**config.mk**
```make
export PLATFORM = sky130hd
export DESIGN_NAME = pidc_cfg_regs
export DESIGN_NICKNAME = d
export VERILOG_FILES = /design/src/rtl/core/pidc_pkg.sv /design/src/rtl/core/pidc_cfg_regs.sv
export SDC_FILE = /design/constraint.sdc
export NUM_CORES = 1
export LEC_CHECK = 0
export BUFFER_PORTS_ARGS = -buffer_cell sky130_fd_sc_hd__buf_4
export CAP_MARGIN = 10
export CORE_UTILIZATION = 55
export DETAILED_ROUTE_END_ITERATION = 12
export GPL_ROUTABILITY_DRIVEN = 0
export PLACE_DENSITY_LB_ADDON = 0.3
export SLEW_MARGIN = 25
export SYNTH_ARGS = -nofsm -noshare
export SYNTH_HDL_FRONTEND = slang
export SYNTH_SLANG_ARGS = --single-unit
```
**constraint.sdc**
```tcl
create_clock -name clk -period 2.3 [get_ports clk]
set_input_delay 0.345 -clock clk [delete_from_list [all_inputs] [get_ports clk]]
set_output_delay 0.345 -clock clk [all_outputs]
set_load 0.01 [all_outputs]
```
**src/rtl/core/pidc_pkg.sv**
```systemverilog
// Shared types, constants and saturating arithmetic for the PID step block.
// Used by pidc_cfg_regs and pid_step_with_clamps; depends on nothing else.
package pidc_pkg;

  localparam int DATA_WIDTH      = 32;
  localparam int FRAC_BITS       = 16;
  localparam int CFG_INDEX_WIDTH = 3;

  typedef logic signed [DATA_WIDTH-1:0]   word_t;
  typedef logic signed [2*DATA_WIDTH-1:0] prod_t;
  typedef logic signed [DATA_WIDTH:0]     wide_t;

  localparam word_t WORD_MAX = {1'b0, {(DATA_WIDTH-1){1'b1}}};
  localparam word_t WORD_MIN = {1'b1, {(DATA_WIDTH-1){1'b0}}};

  // Whole number in fixed point, saturated to WORD_MAX when it is too large
  function automatic word_t qconst(input int n);
    longint v;
    v = longint'(n) <<< FRAC_BITS;
    return (v > longint'(WORD_MAX)) ? WORD_MAX : word_t'(v);
  endfunction

  localparam word_t INT_LIMIT       = qconst(12);
  localparam word_t INT_LIMIT_NEG   = -INT_LIMIT;
  localparam word_t ERR_LIMIT       = qconst(30);
  localparam word_t ERR_LIMIT_NEG   = -ERR_LIMIT;
  localparam word_t DRIVE_LIMIT     = qconst(1);
  localparam word_t DRIVE_LIMIT_NEG = -DRIVE_LIMIT;

  typedef enum logic [CFG_INDEX_WIDTH-1:0] {
    REG_CONTROL_MODE  = 3'd0,
    REG_GAIN_P        = 3'd1,
    REG_GAIN_I        = 3'd2,
    REG_GAIN_D        = 3'd3,
    REG_TARGET        = 3'd4,
    REG_INTEGRAL_LOW  = 3'd5,
    REG_INTEGRAL_HIGH = 3'd6
  } reg_index_t;

  typedef struct packed {
    word_t sample;
    logic  clear_history;
  } req_t;

  typedef struct packed {
    word_t drive;
    word_t error_value;
  } rsp_t;

  typedef struct packed {
    logic  control_mode;
    word_t gain_p;
    word_t gain_i;
    word_t gain_d;
    word_t target;
    word_t integral_low;
    word_t integral_high;
  } cfg_t;

  function automatic word_t sat_add(input word_t a, input word_t b);
    wide_t s;
    s = wide_t'(a) + wide_t'(b);
    if (s[DATA_WIDTH] != s[DATA_WIDTH-1]) begin
      return s[DATA_WIDTH] ? WORD_MIN : WORD_MAX;
    end
    return s[DATA_WIDTH-1:0];
  endfunction

  function automatic word_t sat_sub(input word_t a, input word_t b);
    wide_t s;
    s = wide_t'(a) - wide_t'(b);
    if (s[DATA_WIDTH] != s[DATA_WIDTH-1]) begin
      return s[DATA_WIDTH] ? WORD_MIN : WORD_MAX;
    end
    return s[DATA_WIDTH-1:0];
  endfunction

  // Raise to lo first, then lower to hi: hi wins when the limits cross
  function automatic word_t clamp(input word_t x, input word_t lo, input word_t hi);
    word_t y;
    y = (x < lo) ? lo : x;
    y = (y > hi) ? hi : y;
    return y;
  endfunction

  // Fixed-point product, floored by the arithmetic shift, then saturated
  function automatic word_t qmul(input word_t a, input word_t b);
    prod_t p;
    prod_t q;
    p = prod_t'(a) * prod_t'(b);
    q = p >>> FRAC_BITS;
    if (q > prod_t'(WORD_MAX)) begin
      return WORD_MAX;
    end
    if (q < prod_t'(WORD_MIN)) begin
      return WORD_MIN;
    end
    return q[DATA_WIDTH-1:0];
  endfunction

endpackage

```
**src/rtl/core/pidc_cfg_regs.sv**
```systemverilog
// Configuration register file of the PID step block.
// Depends on pidc_pkg for the register indexes and the cfg_t struct.
module pidc_cfg_regs (
  input  logic                                clk,
  input  logic                                rst,
  input  logic                                cfg_write,
  input  logic [pidc_pkg::CFG_INDEX_WIDTH-1:0] cfg_index,
  input  logic [pidc_pkg::DATA_WIDTH-1:0]      cfg_data,
  output pidc_pkg::cfg_t                      cfg
);

  always_ff @(posedge clk) begin
    if (rst) begin
      cfg <= '0;
    end else if (cfg_write) begin
      unique case (cfg_index)
        pidc_pkg::REG_CONTROL_MODE:  cfg.control_mode  <= cfg_data[0];
        pidc_pkg::REG_GAIN_P:        cfg.gain_p        <= cfg_data;
        pidc_pkg::REG_GAIN_I:        cfg.gain_i        <= cfg_data;
        pidc_pkg::REG_GAIN_D:        cfg.gain_d        <= cfg_data;
        pidc_pkg::REG_TARGET:        cfg.target        <= cfg_data;
        pidc_pkg::REG_INTEGRAL_LOW:  cfg.integral_low  <= cfg_data;
        pidc_pkg::REG_INTEGRAL_HIGH: cfg.integral_high <= cfg_data;
        default: ; // drop writes to unmapped indexes
      endcase
    end
  end

endmodule

```
**Word-level counts from Yosys, hierarchy flattened**

Cells that the tools add are included.

- Register bits after elaboration: 193
- Bits of input ports: 38
- Output and inout bits: 193

- Eq/ne operators: 6
- Reductions and logical operators: 8

Operator list:

| kind | count |
|---|---|
| 2-bit AND reduction | 7 |
| 3-bit equality test, second input constant | 3 |
| 3-bit by 2-bit equality test with 1-bit output, second input constant | 2 |
| 3-bit by 1-bit equality test with 1-bit output, second input constant | 1 |
| 3-bit zero test | 1 |

**Depth between registers and ports, before layout**

Gate-level depths: netlist of the first run.

- Depth in word-level cells: 2
- Depth in mapped cells: 5
- Gate-level depth less buffers: 2

**Least setup slack after synthesis of the first run**

Ideal clock, no wire load.

- Kind: input to register
- Start point: input port cfg_index[1] (netlist bit)
- End point: register cfg[167] (netlist bit)
- Library setup time: 72 ps
- Arrival: 1202 ps
- Slack: 1026 ps
- Stages: 5
- Buffers on the path: 3
- Cell sequence: buf_4 and4bb_1 buf_6 buf_12 mux2i_1

- Word-level cells in the longest chain between the ends: 2

Ends and longest elaborated chain:

| item | RTL line | RTL |
|---|---|---|
| start, declared | pidc_cfg_regs.sv:7 | `input logic [pidc_pkg::CFG_INDEX_WIDTH-1:0] cfg_index,` |
| 3-bit by 1-bit equality test with 1-bit output | pidc_cfg_regs.sv:16 | `unique case (cfg_index)` |
| 2-bit AND reduction (no source line) | - |  |
| end, declared | pidc_cfg_regs.sv:9 | `output pidc_pkg::cfg_t cfg` |

No other way between the ends.
A chain may end at the register's enable or synchronous reset.

**Worst setup path after layout of the first run**

- Start point: input port cfg_index[1] (netlist bit)
- End point: register cfg[69] (netlist bit)

- Word-level cells in the longest chain between the ends: 2

Ends and longest elaborated chain:

| item | RTL line |
|---|---|
| 3-bit equality test | pidc_cfg_regs.sv:16 |
| 2-bit AND reduction (no source line) | - |

No other way between the ends.

==> run summary, run 1 <==
The logs give 0 ns for the accumulated negative setup slack and 1,069 for the post-route non-filler standard cell count. The internal portion of the total power is 5450 uW. The synthesized netlist contains 12 unique library cells. Ranked by flip-flop count, first place goes to cfg.

The number of global-route vias before repair is 5,584, and the initial cell density of the core is 0.572. For this design the top-level I/O count stands at 231. At the pin with the least slew margin, the transition time is 0.895 ns.

Dividing the detail-routed via count by the number of cells gives 5.10. The maximum cell stage delay along the critical path is 0.81 ns, and the critical path data arrival time is 1.74 ns. The data required time at the worst endpoint came out at 2.63 ns. The flow ran to the end, and the final reports show no timing, DRC or antenna violations.

After clock tree synthesis, the clock-pin slew on the worst setup and hold paths is 0.07 ns. The run gives 0.427 as the relative contribution of the clock network to total power. Setup repair after global routing left no endpoint under its margin.

The number of setup buffers added after CTS is 0. The worst-case IR drop observed on VDD is 0.000552 V. The area growth from synthesis to layout is 30.7%. The logs give 29.8 mm for the wire length of the first global-routing pass and 19.0 mm for the total wire length after detailed routing.

Final critical-path required period: 1.41 ns. By area the synthesized netlist is led by dfxtp_1 (50%), mux2i_1 (25%), nand2b_1 (18%), buf_6 (1.5%), clkbuf_1 (1.1%). Once layout is done, the placed cells without fillers occupy 10,000 sq um. Among all stages on the critical path, the largest delay is contributed by nand4bb_4. The final number of max-transition violations came out at 0. The power share of the sequential group was 0.494; the clock latency on the worst-skew pair was 0.43 ns.

The detailed-router iteration count before antenna repair was 4. Entering global routing, the biggest net connects 76 pins. The synthesized flop and latch total is 193, and the cell area power density is 699 nW/um^2. The total count of hold-check failures in the final report is 0. The initial antenna violation count is 0. The share of the clock period used by the worst path after layout is 0.612, and the height of the die is 120 microns. The internal reg-to-reg setup slack was 1.60 ns.

The tools report the headroom to the max-slew limit as 0.402. The run gives 0.504 as the register area share after synthesis. The cell count after synthesis came out at 670. The fraction of power spent switching nets is 0.221, and the DRC marker count from the first detailed-route iteration is 300. The path type of the worst min-delay path is primary input to flop. Share of layout cells above drive strength 1: 0.309. The total vias in the final route is 5,454, and the largest fanout on the critical path is 32.

The critical path capture point type is a flop. The total clock sinks came out at 193. The die is 120 microns wide. Summed over all layers, the global routing overflow is 0. In this run, post-CTS repair resized a total of 0 instances. Classification of the worst setup path: primary input to flop.

The portion of total power attributed to combinational logic was 0.079; the count of H-tree levels built during CTS was 4. Setup violations remaining at the end of the flow were counted as 0. The sum of buffers and inverters on the critical path is 1. The worst setup path is launched from a primary input. The cell type with the largest total area after synthesis was dfxtp_1. Across the routed clock network, the largest skew measured is 0 ns. Cell at the root of the clock tree: clkbuf_16.

Max-cap violations in this run came to 0. The number of warnings issued by yosys is 0. Dividing the detail-routed wire length by the instance count gives 17.7 microns.

The count of antenna diodes in the layout is 0. The tools report the number of nets with antenna violations after routing as 0. For this design, the CTS-stage hold fixing added 0 buffers. The run gives 710 MHz as the highest achievable clock rate.

The signal on the critical path passes through buf_4, nand4bb_4, mux2i_1. The largest registers in the layout are cfg: 193 flops. The clock passes through at most 2 buffers. The synthesized net count is 708. In this run the core area contains 42 standard-cell rows.

Total global-route track usage: 0.267. The share of the synthesized area in the top cell type came out at 0.504. The family of cells with the greatest summed delay on the critical path was simple AND/OR/NAND/NOR gates. The tools report the detailed placement HPWL as 12.9 mm.

The final routed DRC violation total was 0; the standby leakage power was 0.00515 uW. The average instance area after synthesis is 11.4 sq um. TritonCTS built the clock tree. The post-route core utilization was 0.747. Including well taps, the total number of placed cells is 1,038. The synthesized netlist occupies a cell area of 7660 sq um. Summing all placed instances gives a cell area of 9420 sq um. Counting the buffers created by CTS gives 17.

The register with the most flip-flops in the layout has 193 of them. The die covers 14,400 sq um. The standard cell core area was 13,400 sq um; the net total in the final layout was 919.

The net switching component of the power was 1550 uW; the number of port buffers was 230.
[cells in the mapped netlist]
cell / number
nand4bb_1: 3
buf_4: 8
and4bb_1: 2
nand2b_1: 225
buf_2: 9
nand4b_4: 3
dfxtp_1: 193
nor4b_1: 1
buf_12: 1
mux2i_1: 193
clkbuf_1: 22
buf_6: 10
[final cells by class]
cell class                 count  area (sq um)
clock inverter                11           138
clock buffer                  20           457
timing repair buffer         242          1840
tap                          176           220
fill                         938          3390
sequential                   193          3860
multi-input combinational    427          3490
[power by group through the flow]
stage	Sequential (uW)	Clock, uW	Combinational, uW
floorplan	3560	0	287
global placement	3530	0	538
detailed placement	3530	0	551
CTS	3460	3010	553
global route	3470	3150	586
finish	3460	2990	551
[worst min-delay path, stage by stage]
cell      delay [ns]
buf_4           0.07
nand2b_1        0.13
mux2i_1         0.15
[cell usage in the layout (no fill, tap or decap), drive strengths merged]
cell / count
nand2b: 225
bufinv: 3
nand4bb: 3
nor4b: 1
dfxtp: 193
nand4b: 3
buf: 242
clkbuf: 20
clkinv: 8
and4bb: 2
mux2i: 193
[final timing paths]
kind / from / endpoint / cells after the start
setup / recovery: cfg_index[1] / cfg[69] / 3
hold / removal: cfg_data[4] / cfg[132] / 3
setup reg to reg: cfg[51] / cfg[51] / 2
hold reg to reg: cfg[106] / cfg[106] / 2
[layer usage]
metal	GRT usage	wire, microns	vias up	share of wire
met5	0	0	-	0
met4	0.104	454	0	0.024
met3	0.0784	1310	35	0.069
met2	0.440	9120	175	0.48
met1	0.328	8080	2608	0.43
li1	-	-	2636	-
[logic make-up (layout without fill, tap and decap cells)]
logic type | count (synthesis) | count (layout) | synth area share
buffers and inverters | 50 | 273 | 0.0418
multiplexers | 193 | 193 | 0.252
flip-flops | 193 | 193 | 0.504
AND/OR/NAND/NOR | 234 | 234 | 0.202
[through the flow]
step	hold slack (ns)	total power (uW)	setup slack, ns
2_1_floorplan	0.493	3850	1.03
3_3_place_gp	0.458	4070	0.574
3_5_place_dp	0.463	4090	0.484
4_1_cts	0.305	7030	0.921
5_1_grt	0.332	7210	0.868
6_report	0.313	7000	0.891
No activity file was read; power rests on OpenSTA's default activity.
==> run 2, diff against run 1 <==
--- a/config.mk
+++ b/config.mk
@@ -7,7 +7,7 @@
 export LEC_CHECK = 0
 export BUFFER_PORTS_ARGS = -buffer_cell sky130_fd_sc_hd__buf_4
 export CAP_MARGIN = 10
-export CORE_UTILIZATION = 55
+export CORE_UTILIZATION = 51
 export DETAILED_ROUTE_END_ITERATION = 12
 export GPL_ROUTABILITY_DRIVEN = 0
 export PLACE_DENSITY_LB_ADDON = 0.3
==> constraint.sdc (replaced) <==
create_clock -name clk -period 1.39 [get_ports clk]
set_input_delay 0.2085 -clock clk [delete_from_list [all_inputs] [get_ports clk]]
set_output_delay 0.2085 -clock clk [all_outputs]
set_load 0.01 [all_outputs]
==> run 2 against run 1 <==
  * Critical path depth decreased by 2
  * Non-clock buffer count up 8
  * Clock power increased by 79%
  * Critical path type is now flop to output pin
  * Cell count grew 1.6%
  * Cell area grew 2.6%
  * Sequential power is 65% higher
  * Total power increased by 72%
  * Wire length is essentially flat
  * Combinational power increased by 71%
  * Sequential cell count unchanged
  * Largest power group unchanged
  * Clock skew did not move
  * Sequential share of layout area down 0.97 points
==> run summary, run 2 (synthesized netlist as in run 1, its figures left out) <==
The run finished with clean final reports. For the total wire length after detailed routing, the log shows 19.0 mm (about the same). Launch point of the worst reg-to-reg path: cfg[83].

The logs give 2 (unchanged) for the maximum count of clock buffers along a single path and 9620 sq um (+2.1%) for the placement-stage cell area. Among all stages on the critical path, the largest delay is contributed by dfxtp_1. Register area: 3860 sq um (unchanged). From synthesis to final layout, the design area changed by 34.1%.

The logs give 0.42 ns (about the same) for the clock latency on the worst-skew pair and 0 (unchanged) for the final routed DRC violation total. The number of port buffers works out to 230 (unchanged). Standby leakage power: 0.00525 uW (+2.1%).

TritonCTS built the clock tree. Worst-margin pin slew: 0.432 ns (-0.464 ns). Counting flops per register, the top entry is cfg.

For the cell area after layout, the log shows 10,300 sq um (+2.6%). The post-route non-filler standard cell count was 1,086 (+1.6%). Area taken by multi-input logic gates: 3490 sq um (unchanged). Reg-to-reg endpoint: cfg[83]. The run gives 231 (unchanged) as the number of top-level pins. Post-placement worst setup slack: 0.110 ns (-0.374 ns).

The depth of the worst register-to-register path works out to 2 (unchanged). The die area came out at 15,500 sq um (+7.7%). The number of cell rows is 44 (+4.8%), and the critical path data arrival time is 0.96 ns (-0.78 ns). The worst path setup slack after routing was 0.225 ns (-0.666 ns); the final critical-path required period was 1.16 ns. The height of the die is 125 microns (+3.8%). STA classifies the critical path startpoint as a flop. The cell area power density came out at 1170 nW/um^2 (+68%). Tracing the worst setup path back leads to its startpoint at cfg[83]. The reported max-cap violation count was 0 (unchanged); the number of cells after detailed placement was 1,054 (+1.5%). The signal on the critical path passes through buf_4.

Sum of buffers and inverters on the critical path: 1 (unchanged). The share of the clock period used by the worst path after layout works out to 0.838. The critical path depth is 1 (-2). The total of endpoints with negative setup slack in the final report was 0 (unchanged). The worst setup path is captured at an output pin. The TritonCTS buffer count is 17 (unchanged). The total vias in the final route is 5,520 (+1.2%), and the initial antenna violation count is 0 (unchanged). The largest vdd supply drop was 0.000810 V (+47%). Setup repair after global routing left no endpoint under its margin. The tools report the standard cell core area as 14,600 sq um (+8.9%). The net total in the final layout is 927 (+0.87%). Total clock sinks: 193 (unchanged). The DRC marker count from the first detailed-route iteration is 262 (-13%), and the maximum cell stage delay along the critical path is 0.39 ns (-0.42 ns). The flip-flop count of the largest register after layout works out to 193 (unchanged). The final number of max-transition violations was 0 (unchanged); the largest fanout on the critical path was 2 (-94%). The detailed-router iteration count before antenna repair is 4 (unchanged). The CTS clock-pin slew for the worst setup and hold paths was 0.07 ns (about the same). The number of global-route vias before repair was 5,731 (+2.6%); the setup fix buffers added after clock tree synthesis was 0 (unchanged). The tools report the number of hold-repair buffers added at the cts stage as 0 (unchanged).

The capture point of the worst path is cfg[83]. The post-route clock skew is 0 ns (unchanged), and the data required time at the worst endpoint is 1.18 ns (-1.45 ns). The floorplan die width came out at 125 microns (+3.8%). Leaving out fill and tap cells, the most frequent cell in the layout is buf_4. The total global-route track usage is 0.247 (-0.0203), and the count of H-tree levels built during CTS is 4 (unchanged).

The headroom to the max-slew limit was 0.708 (+0.306); the total count of hold-check failures in the final report was 0 (unchanged). Largest net degree at the start of global routing: 81 (+6.6%). The largest registers in the layout are cfg: 193 flops. The share of layout cells above drive strength 1 came out at 0.317 (+0.00800). The tools report the cell at the root of the clock tree as clkbuf_16. The internal reg-to-reg setup slack was 0.72 ns (-0.88 ns).

The run gives 0 ns (unchanged) as the accumulated negative setup slack. Wire length of the first global-routing pass: 30.3 mm (+1.9%). For the number of nets with antenna violations after routing, the log shows 0 (unchanged). The via count normalized by instance count was 5.08 (-0.37%).

By startpoint and endpoint, the worst setup path is classified as flop to output pin. The detailed placement HPWL is 13.1 mm (+1.5%), and the routed length per placed instance is 17.5 microns (-1.7%). The family of cells with the greatest summed delay on the critical path was flip-flops.

The tools report the count of antenna diodes in the layout as 0 (unchanged). Leaving out fill and tap cells, the most frequent cells in the layout are buf_4 (238), nand2b_1 (225), mux2i_1 (193), dfxtp_1 (193), clkbuf_16 (17). The total of fill cells in the finished design was 1,029 (+9.7%); the number of gates given a new drive strength after cts was 0 (unchanged). The final global-route overflow total is 0 (unchanged). In this run the worst hold path is classified as primary input to flop. The logs give 0.525 (-0.0466) for the initial cell density of the core and 859 MHz for the highest achievable clock rate.
[run 2: changes by cell type in the layout (fill, tap and decap cells not counted), sizes merged]
cell / change
clkbuf: -3
bufinv: +2
inv: +4
buf: +8
clkinvlp: +2
clkinv: -4
[run 2: area by class of cell]
class                           instances  share of cell area
Clock buffer                           17              0.0414
Tap cell                              184              0.0224
Clock inverter                         15              0.0225
Timing Repair Buffer                  250               0.197
Sequential cell                       193               0.376
Multi-Input combinational cell        427               0.340
[run 2: routing by layer]
| layer | wire [microns] | vias up | track usage |
|---|---|---|---|
| met5 | 0 | - | 0 |
| met4 | 469 | 0 | 0.101 |
| met3 | 1220 | 31 | 0.0773 |
| met2 | 8990 | 167 | 0.409 |
| met1 | 8270 | 2668 | 0.296 |
| li1 | - | 2654 | - |
[run 2: per-stage QoR]
stage	utilization	total power [uW]	hold WS, ns
after detailed placement	0.659	6790	0.464
final	0.704	12000	0.153
after global routing	0.704	12400	0.160
after floorplan	-	6370	0.466
after CTS	0.704	12100	0.145
after global placement	0.659	6760	0.459
[run 2: worst min-delay path: stages]
cell and delay (ns):
buf_4 0.14, nand2b_1 0.11, mux2i_1 0.06
[run 2: report_power, final]
group	internal, uW	switching (uW)
Sequential	5650	72.1
Combinational	490	455
Clock	3220	2140
Total	9360	2670
[run 2: how the worst min path moves through the flow]
stage / start / to / slack, ns / cells past startpoint
2_1_floorplan: cfg_data[1] / cfg[129] / 0.47 / 2
3_3_place_gp: cfg[152] / cfg[152] / 0.46 / 2
3_5_place_dp: cfg[151] / cfg[151] / 0.46 / 2
4_1_cts: rst / cfg[120] / 0.14 / 3
5_1_grt: rst / cfg[120] / 0.16 / 3
6_report: rst / cfg[120] / 0.15 / 3
==> run 3, diff against run 2 <==
--- a/config.mk
+++ b/config.mk
@@ -5,9 +5,10 @@
 export SDC_FILE = /design/constraint.sdc
 export NUM_CORES = 1
 export LEC_CHECK = 0
+export ABC_AREA = 1
 export BUFFER_PORTS_ARGS = -buffer_cell sky130_fd_sc_hd__buf_4
 export CAP_MARGIN = 10
-export CORE_UTILIZATION = 51
+export CORE_UTILIZATION = 47
 export DETAILED_ROUTE_END_ITERATION = 12
 export GPL_ROUTABILITY_DRIVEN = 0
 export PLACE_DENSITY_LB_ADDON = 0.3
==> constraint.sdc (replaced) <==
create_clock -name clk -period 0.95 [get_ports clk]
set_input_delay 0.1425 -clock clk [delete_from_list [all_inputs] [get_ports clk]]
set_output_delay 0.1425 -clock clk [all_outputs]
set_load 0.01 [all_outputs]
==> run 3 against run 2 <==
  * The flow now finishes with violations (negative setup slack)
  * Synthesized cell count grew 64%
  * Via count grew 42%
  * Non-clock buffer count grew 34
  * Sequential share of layout area shrank 2.0 points
==> run summary, run 3 <==
CTS clock-pin slew for the worst setup and hold paths: 0.07 ns (about the same). The final routed DRC violation total was 0 (unchanged); the number of top-level pins was 231 (unchanged). The run gives 498 (+90%) as the DRC marker count from the first detailed-route iteration.

The height of the die is 131 microns (+5.0%), and the maximum count of clock buffers along a single path is 2 (unchanged). The area fraction in compound gates after synthesis is 0.000642 (+0.000642), and the share of layout cells above drive strength 1 is 0.397 (+0.0796). The logs give 0.00527 uW (+0.33%) for the standby leakage power and 0 (unchanged) for the number of warnings issued by yosys.

The biggest area contributor in the post-synthesis netlist is dfxtp_1. The TritonCTS buffer count is 17 (unchanged). The cell at the root of the clock tree is clkbuf_16. Setup repair after global routing could not meet its margin everywhere. The depth of the worst register-to-register path came out at 3 (+1). The tools report the data required time at the worst endpoint as 0.81 ns (-0.37 ns). The average instance area after synthesis was 7.11 sq um (-38%). The final reports fail on negative setup slack.

The flip-flop count of the largest register after layout is 193 (unchanged). The tools report the detailed-router iteration count before antenna repair as 5 (+1). The floorplan die width is 131 microns (+5.0%), and the post-synthesis instance total is 1,097 (+64%). The detailed placement HPWL was 15.4 mm (+17%).

The count of antenna diodes in the layout was 0 (unchanged); the total count of hold-check failures in the final report was 0 (unchanged). The register area is 4110 sq um (+6.2%), and the count of flip-flops with a built-in enable after synthesis is 0 (unchanged). The mux cell area share after synthesis was 0 (-0.252); the count of cell types in the netlist was 16 (+4). The number of nets with antenna violations after routing is 0 (unchanged).

The number of hold-repair buffers added at the cts stage came out at 0 (unchanged). The portion of total power attributed to combinational logic was 0.137 (+0.058). Ranked by instance count, the synthesized netlist is headed by nor2_1 (385), nand2_1 (195), dfxtp_1 (193), nand3_1 (193), inv_1 (35). The post-route core utilization came out at 0.718 (+0.0143). The largest registers in the layout are cfg: 193 flops. The run gives 0.472 (-0.004) as the power share of the sequential group.

Register area share after synthesis: 0.495 (-0.00882). Number of cell rows: 46 (+4.5%). The critical path data arrival time was 0.91 ns (-0.05 ns); the area taken by multi-input logic gates was 3310 sq um (-5.3%). The internal power is 13,600 uW (+45%). The standard cell core area is 16,100 sq um (+10%), and the fraction of power spent switching nets is 0.257 (+0.0355). The clock latency on the worst-skew pair was 0.42 ns (about the same); the routed length per placed instance was 15.8 microns (-9.6%). After synthesis, the largest family of logic cells by area is simple AND/OR/NAND/NOR gates. Relative to the synthesized area, the layout overhead comes to 47.9%. The initial cell density of the core is 0.486 (-0.0396), and the worst hold slack after final layout is 0.0197 ns (-0.133 ns). Family of cells with the greatest summed delay on the critical path: flip-flops. The cell area power density was 1590 nW/um^2 (+36%); the net switching component of the power was 4710 uW (+77%).

The post-route non-filler standard cell count is 1,552 (+43%), and the largest fanout on the critical path is 2 (unchanged). The total wire length after detailed routing was 24.5 mm (+29%). The worst register-to-register path ends at cfg[61]. The total power was 18,300 uW (+52%). Adder-cell share of the synthesized area: 0 (unchanged). More flip-flops sit in one register than any other, and that register is cfg. The tools report the combined area of all synthesized cells as 7800 sq um (+1.8%).

The tools report the relative contribution of the clock network to total power as 0.391 (-0.055). The headroom to the max-slew limit was 0.415 (-0.293); the worst path setup slack after routing was -0.0983 ns (-0.324 ns). For the post-route clock skew, the log shows 0 ns (unchanged). Maximum cell stage delay along the critical path: 0.37 ns (-0.02 ns).

For the die area, the log shows 17,100 sq um (+10%). For the synthesized net count, the log shows 1,135 (+60%). The library cells used most frequently in the layout, excluding fill and tap cells, are nor2_1 (385), nand2_1 (194), buf_6 (194), nand3_1 (193), dfxtp_2 (193). The synthesized flop and latch total was 193 (unchanged); the xor-xnor portion of the synthesized cell area was 0 (unchanged). The worst setup path is captured at an output pin. The number of global-route vias before repair was 7,119 (+24%); the largest vdd supply drop was 0.00135 V (+67%).

The sum of buffers and inverters on the critical path came out at 1 (unchanged). The run gives 7,839 (+42%) as the total vias in the final route. The classification of the worst setup path is flop to output pin. The number of port buffers was 230 (unchanged). Ranked by total cell area, the synthesized netlist is headed by dfxtp_1 (50%), nor2_1 (19%), nand3_1 (12%), nand2_1 (9.4%), buf_6 (2.7%). Commonest non-fill, non-tap cell in the layout: nor2_1.

Cell depth of the worst hold path: 4 (+1). The run gives 11,500 sq um (+12%) as the cell area after layout. Hold path startpoint: rst. Share of the synthesized area in the top cell type: 0.495 (-0.00882).

The routed design could run at a clock period as short as 1.05 ns. Largest net degree at the start of global routing: 52 (-36%). The tools report the total of fill cells in the finished design as 1,264 (+23%).

The flow ran to the end, but the final reports show violations. The simple-gate share of the synthesized area was 0.421 (+0.219). Most used standard cell by instance count after synthesis: nor2_1. The startpoint identified for the worst register-to-register timing path is cfg[61]. The via count normalized by instance count came out at 5.05 (-0.63%). The count of H-tree levels built during CTS came out at 4 (unchanged). Traced cell by cell, the critical path runs through buf_6. Total of endpoints with negative setup slack in the final report: 195 (+195).

The final global-route overflow total is 0 (unchanged). The initial antenna violation count came out at 0 (unchanged). The net total in the final layout was 1,361 (+47%); the internal reg-to-reg setup slack was 0.18 ns (-0.54 ns). The fraction of registers with async set/reset came out at 0 (unchanged).

The worst setup path is launched from a flop. The reported max-cap violation count came out at 0 (unchanged). Among all stages on the critical path, the largest delay is contributed by dfxtp_2. The top flip-flop cell by instance count after synthesis is dfxtp_1.

Timing would allow up to 954 MHz. Endpoint with the worst hold slack: cfg[63]. The min-delay analysis places its worst path in the category primary input to flop.

TritonCTS built the clock tree. The critical path depth is 1 (unchanged). Final number of max-transition violations: 0 (unchanged). The number of cells after detailed placement came out at 1,504 (+43%). The share of the clock period used by the worst path after layout is 1.10, and the placement-stage cell area is 9850 sq um (+2.5%). The total global-route track usage came out at 0.284 (+0.0366). The worst-margin pin slew works out to 0.875 ns (+0.443 ns). The total clock sinks was 193 (unchanged); the wire length of the first global-routing pass was 37.1 mm (+22%).
==> run 3: cell types whose count changed in the layout (fill, tap and decap cells not counted), moves of 6 or more <==
cell	before	now
nor2_1	0	385
nand2b_1	225	0
buf_6	0	194
nand2_1	0	194
dfxtp_1	193	0
dfxtp_2	0	193
mux2i_1	193	0
nand3_1	0	193
buf_4	238	70
inv_1	0	33
buf_12	12	20
nor2_4	0	8
clkinv_2	1	7
==> run 3: worst max-delay path by stage <==
stage | from | to | slack (ns)
final | cfg[118] | cfg[118] | -0.1
after global routing | cfg_index[1] | cfg[185] | -0.15
after global placement | cfg_index[2] | cfg[129] | -0.49
after floorplan | rst | cfg[100] | -0.01
after detailed placement | cfg_index[2] | cfg[111] | -0.54
after CTS | cfg[116] | cfg[116] | -0.1
==> run 3: per-layer routing <==
metal / part of all wire / GRT usage / wire length [microns]
met5: 0 / 0 / 0
met4: 0.018 / 0.103 / 453
met3: 0.083 / 0.0802 / 2030
met2: 0.51 / 0.492 / 12400
met1: 0.39 / 0.333 / 9620
==> run 3: what timing repair did <==
item	4_1_cts	5_1_grt
cloned	0	0
pin swaps	2	58
setup endpoints to repair	289	289
setup buffers	9	7
gates resized for setup	389	1
==> run 3: logic make-up after synthesis <==
logic type,after synthesis
compound gates,1
simple gates,787
flops,193
buf+inv,116
==> run 3: final cells by class <==
type | count | area share
clock buffers | 19 | 0.0393
clock inverters | 13 | 0.0116
inverters | 39 | 0.0132
multi-input cells | 788 | 0.287
flip-flops and latches | 193 | 0.356
well taps | 216 | 0.0234
repair buffers | 284 | 0.270
==> run 3: through the flow <==
| stage | setup TNS (ns) | setup WS [ns] |
|---|---|---|
| 2_1_floorplan | -1.85 | -0.0123 |
| 4_1_cts | -14.34 | -0.0985 |
| 3_5_place_dp | -66.56 | -0.540 |
| 6_report | -12.11 | -0.0983 |
| 5_1_grt | -21.13 | -0.147 |
| 3_3_place_gp | -61.30 | -0.487 |
==> run 3: worst reg2reg max path, delay by kind of cell, from the launching register on <==
| kind | cells | cell delay, ns |
|---|---|---|
| DFF | 1 | 0.33 |
| and+or+nand+nor | 2 | 0.21 |
| buffers and inverters | 1 | 0.13 |
==> run 3: power by group through the flow <==
stage                     registers [uW]  logic (uW)  clock network [uW]
after global placement              8720        2230                   0
after floorplan                     8830        1140                   0
final                               8650        2500                7160
after detailed placement            8720        2260                   0
after CTS                           8640        2460                7270
after global routing                8670        2720                7630
